File: src/design/toeq_pkg.sv
// Shared types, constants and helpers for the time-ordered event queue.
package toeq_pkg;

   localparam int QUEUE_DEPTH  = 16;
   localparam int ID_BITS      = 8;
   localparam int REMOVE_LIMIT = 2;
   localparam int IDX_W        = $clog2(QUEUE_DEPTH);
   localparam int CNT_W        = $clog2(QUEUE_DEPTH + 1);

   typedef logic [IDX_W-1:0]   idx_type;
   typedef logic [CNT_W-1:0]   cnt_type;
   typedef logic [ID_BITS-1:0] id_type;

   typedef enum logic [1:0] {
      OP_INSERT = 2'd0,
      OP_POP    = 2'd1,
      OP_REMOVE = 2'd2,
      OP_NOP    = 2'd3
   } opcode_type;

   typedef enum logic [1:0] {
      STS_OK    = 2'd0,
      STS_FULL  = 2'd1,
      STS_EMPTY = 2'd2
   } status_type;

   typedef enum logic [2:0] {
      ST_IDLE,
      ST_DECODE,
      ST_INSERT,
      ST_REMOVE,
      ST_REPORT
   } ctl_state_type;

   typedef struct packed {
      logic [31:0] due_time;
      logic [1:0]  direction;
      id_type      object;
   } slot_type;

   typedef struct packed {
      logic [1:0]  status;
      logic [1:0]  removed_count;
      logic        head_valid;
      logic [31:0] head_time;
      logic [1:0]  head_direction;
      logic [7:0]  head_object;
      logic [4:0]  entry_count;
   } rsp_type;

   // controller to datapath
   typedef struct packed {
      logic take_req;
      logic scan_step;
      logic insert_here;
      logic drop_here;
      logic set_full;
      logic set_empty;
      logic report;
   } cmd_type;

   // datapath to controller
   typedef struct packed {
      opcode_type op;
      logic       req_valid;
      logic       full;
      logic       empty;
      logic       at_end;
      logic       time_before;
      logic       id_match;
      logic       limit_hit;
      logic       out_free;
   } sts_type;

   function automatic id_type port_to_id(input logic [7:0] value);
      logic [15:0] wide;
      wide = {8'd0, value};
      return wide[ID_BITS-1:0];
   endfunction

   function automatic logic [7:0] id_to_port(input id_type value);
      logic [15:0] wide;
      wide = 16'(value);
      return wide[7:0];
   endfunction

endpackage

File: src/design/toeq_if.sv
// Valid/ready channel interfaces for requests and responses.
interface toeq_req_if;
   logic        valid;
   logic        ready;
   logic [1:0]  opcode;
   logic [31:0] event_time;
   logic [1:0]  direction;
   logic [7:0]  object_id;

   modport source (output valid, opcode, event_time, direction, object_id, input ready);
   modport sink   (input valid, opcode, event_time, direction, object_id, output ready);
endinterface

interface toeq_rsp_if;
   logic        valid;
   logic        ready;
   logic [1:0]  status;
   logic [1:0]  removed_count;
   logic        head_valid;
   logic [31:0] head_time;
   logic [1:0]  head_direction;
   logic [7:0]  head_object;
   logic [4:0]  entry_count;

   modport source (output valid, status, removed_count, head_valid, head_time,
                   head_direction, head_object, entry_count, input ready);
   modport sink   (input valid, status, removed_count, head_valid, head_time,
                   head_direction, head_object, entry_count, output ready);
endinterface

File: src/design/toeq_datapath.sv
// Slot storage, scan index, operation registers and response register.
module toeq_datapath
   import toeq_pkg::*;
(
   input  logic          clock,
   input  logic          reset,
   toeq_req_if.sink      req_ch,
   toeq_rsp_if.source    rsp_ch,
   input  cmd_type       cmd,
   output sts_type       sts
);

   logic        accept;
   opcode_type  op_ff;
   logic [31:0] time_ff;
   logic [1:0]  dir_ff;
   id_type      id_ff;
   cnt_type     scan_ff, scan_in;
   cnt_type     count_ff, count_in;
   logic [1:0]  removed_ff, removed_in;
   status_type  status_ff, status_in;
   slot_type    slot_ff [QUEUE_DEPTH];
   slot_type    slot_in [QUEUE_DEPTH];
   slot_type    new_slot;
   slot_type    cur_slot;
   idx_type     idx;
   logic        rsp_valid_ff, rsp_valid_in;
   rsp_type     rsp_ff, rsp_in;

   assign req_ch.ready = cmd.take_req;
   assign accept       = req_ch.valid && cmd.take_req;
   assign idx          = scan_ff[IDX_W-1:0];
   assign cur_slot     = slot_ff[idx];
   assign new_slot     = '{due_time: time_ff, direction: dir_ff, object: id_ff};

   // latch the request payload
   always_ff @(posedge clock) begin
      if (accept) begin
         op_ff   <= opcode_type'(req_ch.opcode);
         time_ff <= req_ch.event_time;
         dir_ff  <= req_ch.direction;
         id_ff   <= port_to_id(req_ch.object_id);
      end
   end

   always_comb begin
      scan_in    = scan_ff;
      count_in   = count_ff;
      removed_in = removed_ff;
      status_in  = status_ff;
      if (accept) begin
         scan_in    = '0;
         removed_in = '0;
         status_in  = STS_OK;
      end
      if (cmd.scan_step)   scan_in = scan_ff + 1'b1;
      if (cmd.insert_here) count_in = count_ff + 1'b1;
      if (cmd.drop_here) begin
         count_in   = count_ff - 1'b1;
         removed_in = removed_ff + 1'b1;
      end
      if (cmd.set_full)  status_in = STS_FULL;
      if (cmd.set_empty) status_in = STS_EMPTY;
   end

   // shift-insert opens a gap at idx, drop closes the gap at idx
   always_comb begin
      for (int k = 0; k < QUEUE_DEPTH; k++) begin
         slot_in[k] = slot_ff[k];
         if (cmd.insert_here && IDX_W'(k) == idx) slot_in[k] = new_slot;
      end
      for (int k = 1; k < QUEUE_DEPTH; k++) begin
         if (cmd.insert_here && IDX_W'(k) > idx) slot_in[k] = slot_ff[k-1];
      end
      for (int k = 0; k < QUEUE_DEPTH - 1; k++) begin
         if (cmd.drop_here && IDX_W'(k) >= idx) slot_in[k] = slot_ff[k+1];
      end
   end

   always_ff @(posedge clock) begin
      for (int k = 0; k < QUEUE_DEPTH; k++) slot_ff[k] <= slot_in[k];
   end

   always_ff @(posedge clock) begin
      if (reset) begin
         scan_ff    <= '0;
         count_ff   <= '0;
         removed_ff <= '0;
         status_ff  <= STS_OK;
      end else begin
         scan_ff    <= scan_in;
         count_ff   <= count_in;
         removed_ff <= removed_in;
         status_ff  <= status_in;
      end
   end

   assign sts.op          = op_ff;
   assign sts.req_valid   = req_ch.valid;
   assign sts.full        = count_ff == CNT_W'(QUEUE_DEPTH);
   assign sts.empty       = count_ff == '0;
   assign sts.at_end      = scan_ff >= count_ff;
   assign sts.time_before = cur_slot.due_time < time_ff;
   assign sts.id_match    = cur_slot.object == id_ff;
   assign sts.limit_hit   = removed_ff == 2'(REMOVE_LIMIT);
   assign sts.out_free    = !rsp_valid_ff || rsp_ch.ready;

   always_comb begin
      rsp_in               = '0;
      rsp_in.status        = status_ff;
      rsp_in.removed_count = removed_ff;
      rsp_in.entry_count   = 5'(count_ff);
      if (count_ff != '0) begin
         rsp_in.head_valid     = 1'b1;
         rsp_in.head_time      = slot_ff[0].due_time;
         rsp_in.head_direction = slot_ff[0].direction;
         rsp_in.head_object    = id_to_port(slot_ff[0].object);
      end
   end

   assign rsp_valid_in = cmd.report ? 1'b1 : (rsp_ch.ready ? 1'b0 : rsp_valid_ff);

   always_ff @(posedge clock) begin
      if (reset) rsp_valid_ff <= 1'b0;
      else       rsp_valid_ff <= rsp_valid_in;
   end

   always_ff @(posedge clock) begin
      if (cmd.report) rsp_ff <= rsp_in;
   end

   assign rsp_ch.valid          = rsp_valid_ff;
   assign rsp_ch.status         = rsp_ff.status;
   assign rsp_ch.removed_count  = rsp_ff.removed_count;
   assign rsp_ch.head_valid     = rsp_ff.head_valid;
   assign rsp_ch.head_time      = rsp_ff.head_time;
   assign rsp_ch.head_direction = rsp_ff.head_direction;
   assign rsp_ch.head_object    = rsp_ff.head_object;
   assign rsp_ch.entry_count    = rsp_ff.entry_count;

endmodule

File: src/design/toeq_ctrl.sv
// Operation sequencer for the event queue.
module toeq_ctrl
   import toeq_pkg::*;
(
   input  logic    clock,
   input  logic    reset,
   input  sts_type sts,
   output cmd_type cmd
);

   ctl_state_type state_ff, state_in;

   always_ff @(posedge clock) begin
      if (reset) state_ff <= ST_IDLE;
      else       state_ff <= state_in;
   end

   always_comb begin
      state_in = state_ff;
      unique case (state_ff)
         ST_IDLE:   state_in = ST_DECODE;
         ST_DECODE: begin
            unique case (sts.op)
               OP_INSERT: state_in = sts.full ? ST_REPORT : ST_INSERT;
               OP_POP:    state_in = ST_REPORT;
               OP_REMOVE: state_in = ST_REMOVE;
               OP_NOP:    state_in = ST_REPORT;
            endcase
         end
         ST_INSERT: begin
            if (sts.at_end || !sts.time_before) state_in = ST_REPORT;
         end
         ST_REMOVE: begin
            if (sts.limit_hit || sts.at_end) state_in = ST_REPORT;
         end
         ST_REPORT: begin
            if (sts.out_free) state_in = ST_IDLE;
         end
      endcase
      // hold in idle until a request transfer
      if (state_ff == ST_IDLE && !sts.req_valid) state_in = ST_IDLE;
   end

   always_comb begin
      cmd = '0;
      unique case (state_ff)
         ST_IDLE:   cmd.take_req = 1'b1;
         ST_DECODE: begin
            unique case (sts.op)
               OP_INSERT: cmd.set_full = sts.full;
               OP_POP: begin
                  cmd.set_empty = sts.empty;
                  cmd.drop_here = !sts.empty;
               end
               OP_REMOVE: cmd = '0;
               OP_NOP:    cmd = '0;
            endcase
         end
         ST_INSERT: begin
            if (sts.at_end || !sts.time_before) cmd.insert_here = 1'b1;
            else                                cmd.scan_step   = 1'b1;
         end
         ST_REMOVE: begin
            if (!sts.limit_hit && !sts.at_end) begin
               if (sts.id_match) cmd.drop_here = 1'b1;
               else              cmd.scan_step = 1'b1;
            end
         end
         ST_REPORT: cmd.report = sts.out_free;
      endcase
   end

endmodule

File: src/design/time_ordered_event_queue_top.sv
// Top level of the time-ordered event queue.
//
//   channel   dir  handshake                payload
//   req_ch    in   valid/ready, transfer    opcode, event_time, direction, object_id
//   rsp_ch    out  valid/ready, transfer    status, removed_count, head_*, entry_count
//
// One request at a time. The request is taken in idle, then decoded, then:
//   pop and no-op: report right after decode;
//   insert: report right after decode if full, else walk the slots until the
//     first slot with time not lower, or the end, and shift the entry in there;
//   remove: examine the slots in turn, deleting each matching object, until
//     two are deleted or the end is seen, then report.
// The walk goes over the sixteen slots by a single scan index.
// Reset clears the entry count and the response valid; slot contents stay stale
// and are never read past the entry count. A stalled response holds in its
// register and the next request is still taken; its own report waits for space.
module time_ordered_event_queue_top
   import toeq_pkg::*;
(
   input  logic       clock,
   input  logic       reset,
   toeq_req_if.sink   req_ch,
   toeq_rsp_if.source rsp_ch
);

   cmd_type cmd;
   sts_type sts;

   // sequencer: walks the slots one step per cycle
   toeq_ctrl u_ctrl (
      .clock (clock),
      .reset (reset),
      .sts   (sts),
      .cmd   (cmd)
   );

   // storage, compare logic and response register
   toeq_datapath u_datapath (
      .clock  (clock),
      .reset  (reset),
      .req_ch (req_ch),
      .rsp_ch (rsp_ch),
      .cmd    (cmd),
      .sts    (sts)
   );

endmodule

File: src/flat_wrapper.sv
// flat-port wrapper written by rule: the top's interface ports become plain ports
module time_ordered_event_queue_top_flat import toeq_pkg::*;
  (clock, reset, req_ch_valid, req_ch_opcode, req_ch_event_time, req_ch_direction, req_ch_object_id, req_ch_ready, rsp_ch_valid, rsp_ch_status, rsp_ch_removed_count, rsp_ch_head_valid, rsp_ch_head_time, rsp_ch_head_direction, rsp_ch_head_object, rsp_ch_entry_count, rsp_ch_ready);
  toeq_req_if req_ch_i ();
  toeq_rsp_if rsp_ch_i ();
  input  logic clock;
  input  logic reset;
  input wire logic [$bits(req_ch_i.valid)-1:0] req_ch_valid;
  input wire logic [$bits(req_ch_i.opcode)-1:0] req_ch_opcode;
  input wire logic [$bits(req_ch_i.event_time)-1:0] req_ch_event_time;
  input wire logic [$bits(req_ch_i.direction)-1:0] req_ch_direction;
  input wire logic [$bits(req_ch_i.object_id)-1:0] req_ch_object_id;
  output wire logic [$bits(req_ch_i.ready)-1:0] req_ch_ready;
  output wire logic [$bits(rsp_ch_i.valid)-1:0] rsp_ch_valid;
  output wire logic [$bits(rsp_ch_i.status)-1:0] rsp_ch_status;
  output wire logic [$bits(rsp_ch_i.removed_count)-1:0] rsp_ch_removed_count;
  output wire logic [$bits(rsp_ch_i.head_valid)-1:0] rsp_ch_head_valid;
  output wire logic [$bits(rsp_ch_i.head_time)-1:0] rsp_ch_head_time;
  output wire logic [$bits(rsp_ch_i.head_direction)-1:0] rsp_ch_head_direction;
  output wire logic [$bits(rsp_ch_i.head_object)-1:0] rsp_ch_head_object;
  output wire logic [$bits(rsp_ch_i.entry_count)-1:0] rsp_ch_entry_count;
  input wire logic [$bits(rsp_ch_i.ready)-1:0] rsp_ch_ready;
  assign req_ch_i.valid = req_ch_valid;
  assign req_ch_i.opcode = req_ch_opcode;
  assign req_ch_i.event_time = req_ch_event_time;
  assign req_ch_i.direction = req_ch_direction;
  assign req_ch_i.object_id = req_ch_object_id;
  assign req_ch_ready = req_ch_i.ready;
  assign rsp_ch_valid = rsp_ch_i.valid;
  assign rsp_ch_status = rsp_ch_i.status;
  assign rsp_ch_removed_count = rsp_ch_i.removed_count;
  assign rsp_ch_head_valid = rsp_ch_i.head_valid;
  assign rsp_ch_head_time = rsp_ch_i.head_time;
  assign rsp_ch_head_direction = rsp_ch_i.head_direction;
  assign rsp_ch_head_object = rsp_ch_i.head_object;
  assign rsp_ch_entry_count = rsp_ch_i.entry_count;
  assign rsp_ch_i.ready = rsp_ch_ready;
  time_ordered_event_queue_top u_core (.clock(clock), .reset(reset), .req_ch(req_ch_i), .rsp_ch(rsp_ch_i));
endmodule
File: config.mk
export PLATFORM = sky130hd
export DESIGN_NAME = time_ordered_event_queue_top_flat
export DESIGN_NICKNAME = d
export VERILOG_FILES = /design/src/design/toeq_pkg.sv /design/src/design/toeq_if.sv /design/src/design/toeq_datapath.sv /design/src/design/toeq_ctrl.sv /design/src/design/time_ordered_event_queue_top.sv /design/src/flat_wrapper.sv
export SDC_FILE = /design/constraint.sdc
export NUM_CORES = 2
export LEC_CHECK = 0
export BUFFER_PORTS_ARGS = -buffer_cell sky130_fd_sc_hd__buf_2
export CAP_MARGIN = 10
export CELL_PAD_IN_SITES_DETAIL_PLACEMENT = 0
export CELL_PAD_IN_SITES_GLOBAL_PLACEMENT = 2
export CORE_ASPECT_RATIO = 0.5
export CORE_MARGIN = 3
export CORE_UTILIZATION = 40
export CTS_BUF_LIST = sky130_fd_sc_hd__clkbuf_8 sky130_fd_sc_hd__clkbuf_16
export CTS_CLUSTER_SIZE = 8
export DETAILED_ROUTE_END_ITERATION = 12
export GPL_TIMING_DRIVEN = 0
export PLACE_DENSITY_LB_ADDON = 0.2
export SETUP_SLACK_MARGIN = 0.5
export SLEW_MARGIN = 20
export SYNTH_ARGS = -nofsm -noshare
export SYNTH_HDL_FRONTEND = slang
export SYNTH_HIERARCHICAL = 1
export SYNTH_SLANG_ARGS = --single-unit
File: constraint.sdc
create_clock -name clock -period 11.85 [get_ports clock]
set_input_delay 1.185 -clock clock [delete_from_list [all_inputs] [get_ports clock]]
set_output_delay 1.185 -clock clock [all_outputs]
set_load 0.03 [all_outputs]
==> run_results.csv <==
group,metric,value,unit
outcome,status,"finished clean",
pwr,power.density,137,mW/mm²
critical_path,cp-start-kind,"register",
detailed_routing,drc_errors,0,
min_path,min_from,"u_core/u_datapath/status_ff[0]",
floorplan,num_rows,84,
yosys,synth_area_leaders,"edfxtp_1 (53%), mux2i_1 (12%), mux4_2 (9.8%), o21ai_0 (5.9%), nand2_1 (4.5%)",
clocking,cts_made_buffers,108,
floorplan,die-area,0.113,mm²
yosys,netlist_top_cells_count,"edfxtp_1 (768), nand2_1 (520), o21ai_0 (512)",
min_path,hold_depth,0,
clocking,cts_hold_buffers,0,
detailed_routing,vias,34200,
yosys,netlist_instances,3696,
global_routing,grt_pass1_wl,252000,µm
yosys,synth-edff-count,768,
sta,worst_clock_skew,0.0365,ns
yosys,ys_seq_area_frac,0.540,
critical_path,timing.rr.end,"u_core/u_datapath/slot_ff[9][28]",
pwr,swShare,0.254,
critical_path,critical_path_arrival,11.02,ns
floorplan,initial_utilization,0.409,
yosys,synth_flop_cell,"edfxtp_1",
floorplan,die_w,473,µm
detailed_routing,drtPass1Iterations,6,
critical_path,end_kind,"register",
yosys,synth_top_area_frac,0.530,
sta,max_freq,94.2,MHz
sta,fin_crit,10.61,ns
clocking,ctsRootBufferMaster,"clkbuf_16",
global_routing,grtUsageTotal,0.317,
yosys,synthesis.area,0.0435,mm²
detailed_routing,drt-vias-per-instance,6.31,
yosys,synth_seq_cells,790,
critical_path,reg2reg_depth,22,
placed_design,place_ws,1.53,ns
global_routing,grt_antenna_before_repair,6,
critical_path,required,12.26,ns
yosys,synthDistinctLibCells,59,
floorplan,die_h,239,µm
min_path,hp-class,"reg2reg",
sta,slew_violations,0,
global_routing,grt_max_degree,35,
global_routing,grt_pass1_vias,32900,
sta,fin_crit_sh,0.895,
final_layout,area_growth,14.6,%
sta,fin_setup_tns,0,ns
final_layout,layout-drive-gt1-share,0.159,
detailed_routing,detail_route.iter0.violations,5374,
clocking,insertion_delay,0.73,ns
critical_path,rrSetupSlack,1.24,ns
yosys,yosysTopAreaCell,"edfxtp_1",
min_path,holdPathEnd,"u_core/u_datapath/rsp_ch.status[0]",
final_layout,final_nets,4068,
sta,worst_pin_slew,1.32,ns
placed_design,port_buffers,101,
placed_design,gp_congestion,0.911,
yosys,synthArstFlopShare,0,
clocking,max-clock-path-buffers,3,
critical_path,critPathKind,"reg2reg",
pwr,p_clk_frac,0.416,
critical_path,path_max_fanout,17,
detailed_routing,wirelength,183000,µm
clocking,cts_tree,"yes",
floorplan,io_pins,102,
sta,slew_headroom,0.120,
placed_design,hpwl,127000,µm
pwr,sequentialPowerShare,0.481,
sta,whs,0.437,ns
sta,hold_viol_final,0,
pwr,peakVddDrop,0.000110,V
yosys,syn_nets,3788,
global_routing,grt-ovfl-total,0,
pwr,intPower,5110,µW
clocking,cts_htree_levels,3,
pwr,comb_power_share,0.103,
sta,rsz0062_at_grt,"no",
detailed_routing,ant_nets,0,
pwr,leakage,0.0182,µW
pwr,power_switching,1740,µW
clocking,postCtsSetupBuffers,0,
detailed_routing,drt-wirelength-per-cell,33.7,µm
clocking,clock_sinks,790,
flow_run,maxCapViolCount,0,
yosys,syn_avg_cell_area,11.8,µm²
clocking,path_clk_slew,0.05,ns
yosys,yosysMostFrequentCell,"edfxtp_1",
floorplan,core-area,0.106,mm²
sta,finalWorstSetupSlack,1.24,ns
clocking,cts_resized,0,
sta,finalSetupViolations,0,
yosys,yosys_warnings,6,
-- worst max-delay path: stages (launching register included) --
cell and delay (ns):
dfxtp_1 0.30, buf_2 0.29, buf_2 0.54, buf_1 0.88
clkbuf_1 0.93, mux4_2 0.46, mux4_2 0.50, ha_1 0.38
nand4_1 0.21, nor3_1 0.89, nand3_1 0.21, o211ai_1 0.22
a31oi_1 0.05, and3_1 0.27, nor2b_1 0.15, nor4b_1 0.73
and2_1 0.23, clkbuf_1 0.18, buf_1 0.98, clkbuf_1 0.68
nor2_1 0.34, a21oi_4 0.58, buf_16 0.24
-- flip-flops by register name (all words and copies together) (netlist names), named ones only --
register and cells:
u_core/u_ctrl/state_ff 3, u_core/u_datapath/count_ff 5, u_core/u_datapath/dir_ff 2, u_core/u_datapath/id_ff 8, u_core/u_datapath/op_ff 2, u_core/u_datapath/removed_ff 2, u_core/u_datapath/rsp_ch.entry_count 5, u_core/u_datapath/rsp_ch.head_direction 2
u_core/u_datapath/rsp_ch.head_object 8, u_core/u_datapath/rsp_ch.head_time 32, u_core/u_datapath/rsp_ch.head_valid 1, u_core/u_datapath/rsp_ch.removed_count 2, u_core/u_datapath/rsp_ch.status 2, u_core/u_datapath/rsp_ch.valid 1, u_core/u_datapath/scan_ff 5, u_core/u_datapath/slot_ff 672
u_core/u_datapath/status_ff 2, u_core/u_datapath/time_ff 32
-- power groups by stage --
stage | clock [µW] | combinational (µW) | sequential [µW]
CTS | 2900 | 688 | 3290
finish | 2850 | 708 | 3290
floorplan | 0 | 419 | 3330
global placement | 0 | 633 | 3360
detailed placement | 0 | 688 | 3340
global route | 3010 | 756 | 3300
-- cell type report --
| type | count | area, µm² |
|---|---|---|
| antenna | 3 | 7.51 |
| buffer | 330 | 1380 |
| multi-input combinational | 2524 | 18600 |
| sequential | 790 | 23500 |
| inverter | 52 | 200 |
| clock inverter | 29 | 141 |
| fill | 9788 | 56600 |
| tap | 1419 | 1780 |
| clock buffer | 110 | 2750 |
| timing repair buffer | 170 | 1510 |
-- metrics by stage --
step | area [µm²] | std cells | total power [µW] | util
global placement | 45800 | 5216 | 3990 | 0.430
CTS | 49900 | 5424 | 6870 | 0.468
floorplan | 43500 | 3696 | 3750 | -
finish | 49900 | 5427 | 6850 | 0.468
detailed placement | 47000 | 5285 | 4030 | 0.441
global route | 49900 | 5426 | 7070 | 0.468
-- cells in the final DEF (no fill, tap or decap), drive strengths merged, types with 79 or more instances in the layout --
master	n
buf	261
mux2i	501
nand2	520
a21oi	262
inv	79
o21ai	513
edfxtp	768
clkbuf	349
mux4	191
nor2	269
-- layer usage --
layer | global-route usage | routed length [µm]
met1 | 0.444 | 75300
met2 | 0.463 | 77300
met3 | 0.108 | 24000
met4 | 0.100 | 5900
met5 | 0.00746 | 117
-- worst max path at each step --
stage                   from                               end  slack [ns]  cells after the start
finish              register  u_core/u_datapath/slot_ff[9][28]        1.24                     22
global route        register  u_core/u_datapath/slot_ff[2][38]        1.16                     24
CTS                 register  u_core/u_datapath/slot_ff[2][38]        1.49                     24
detailed placement  register  u_core/u_datapath/slot_ff[2][39]        1.53                     24
global placement    register  u_core/u_datapath/slot_ff[1][39]       -7.91                     19
floorplan           register   u_core/u_datapath/slot_ff[1][0]        2.67                     19
-- logic make-up after synthesis --
logic type      count (synthesis)  share of synthesized area
mux                           745                      0.228
simple gates                  905                     0.0851
xor+xnor                       12                    0.00241
flops                         790                      0.540
buf+inv                       382                     0.0352
fa+ha+maj                      44                     0.0128
compound gates                818                     0.0966
Power figures use the tool's default switching activity.
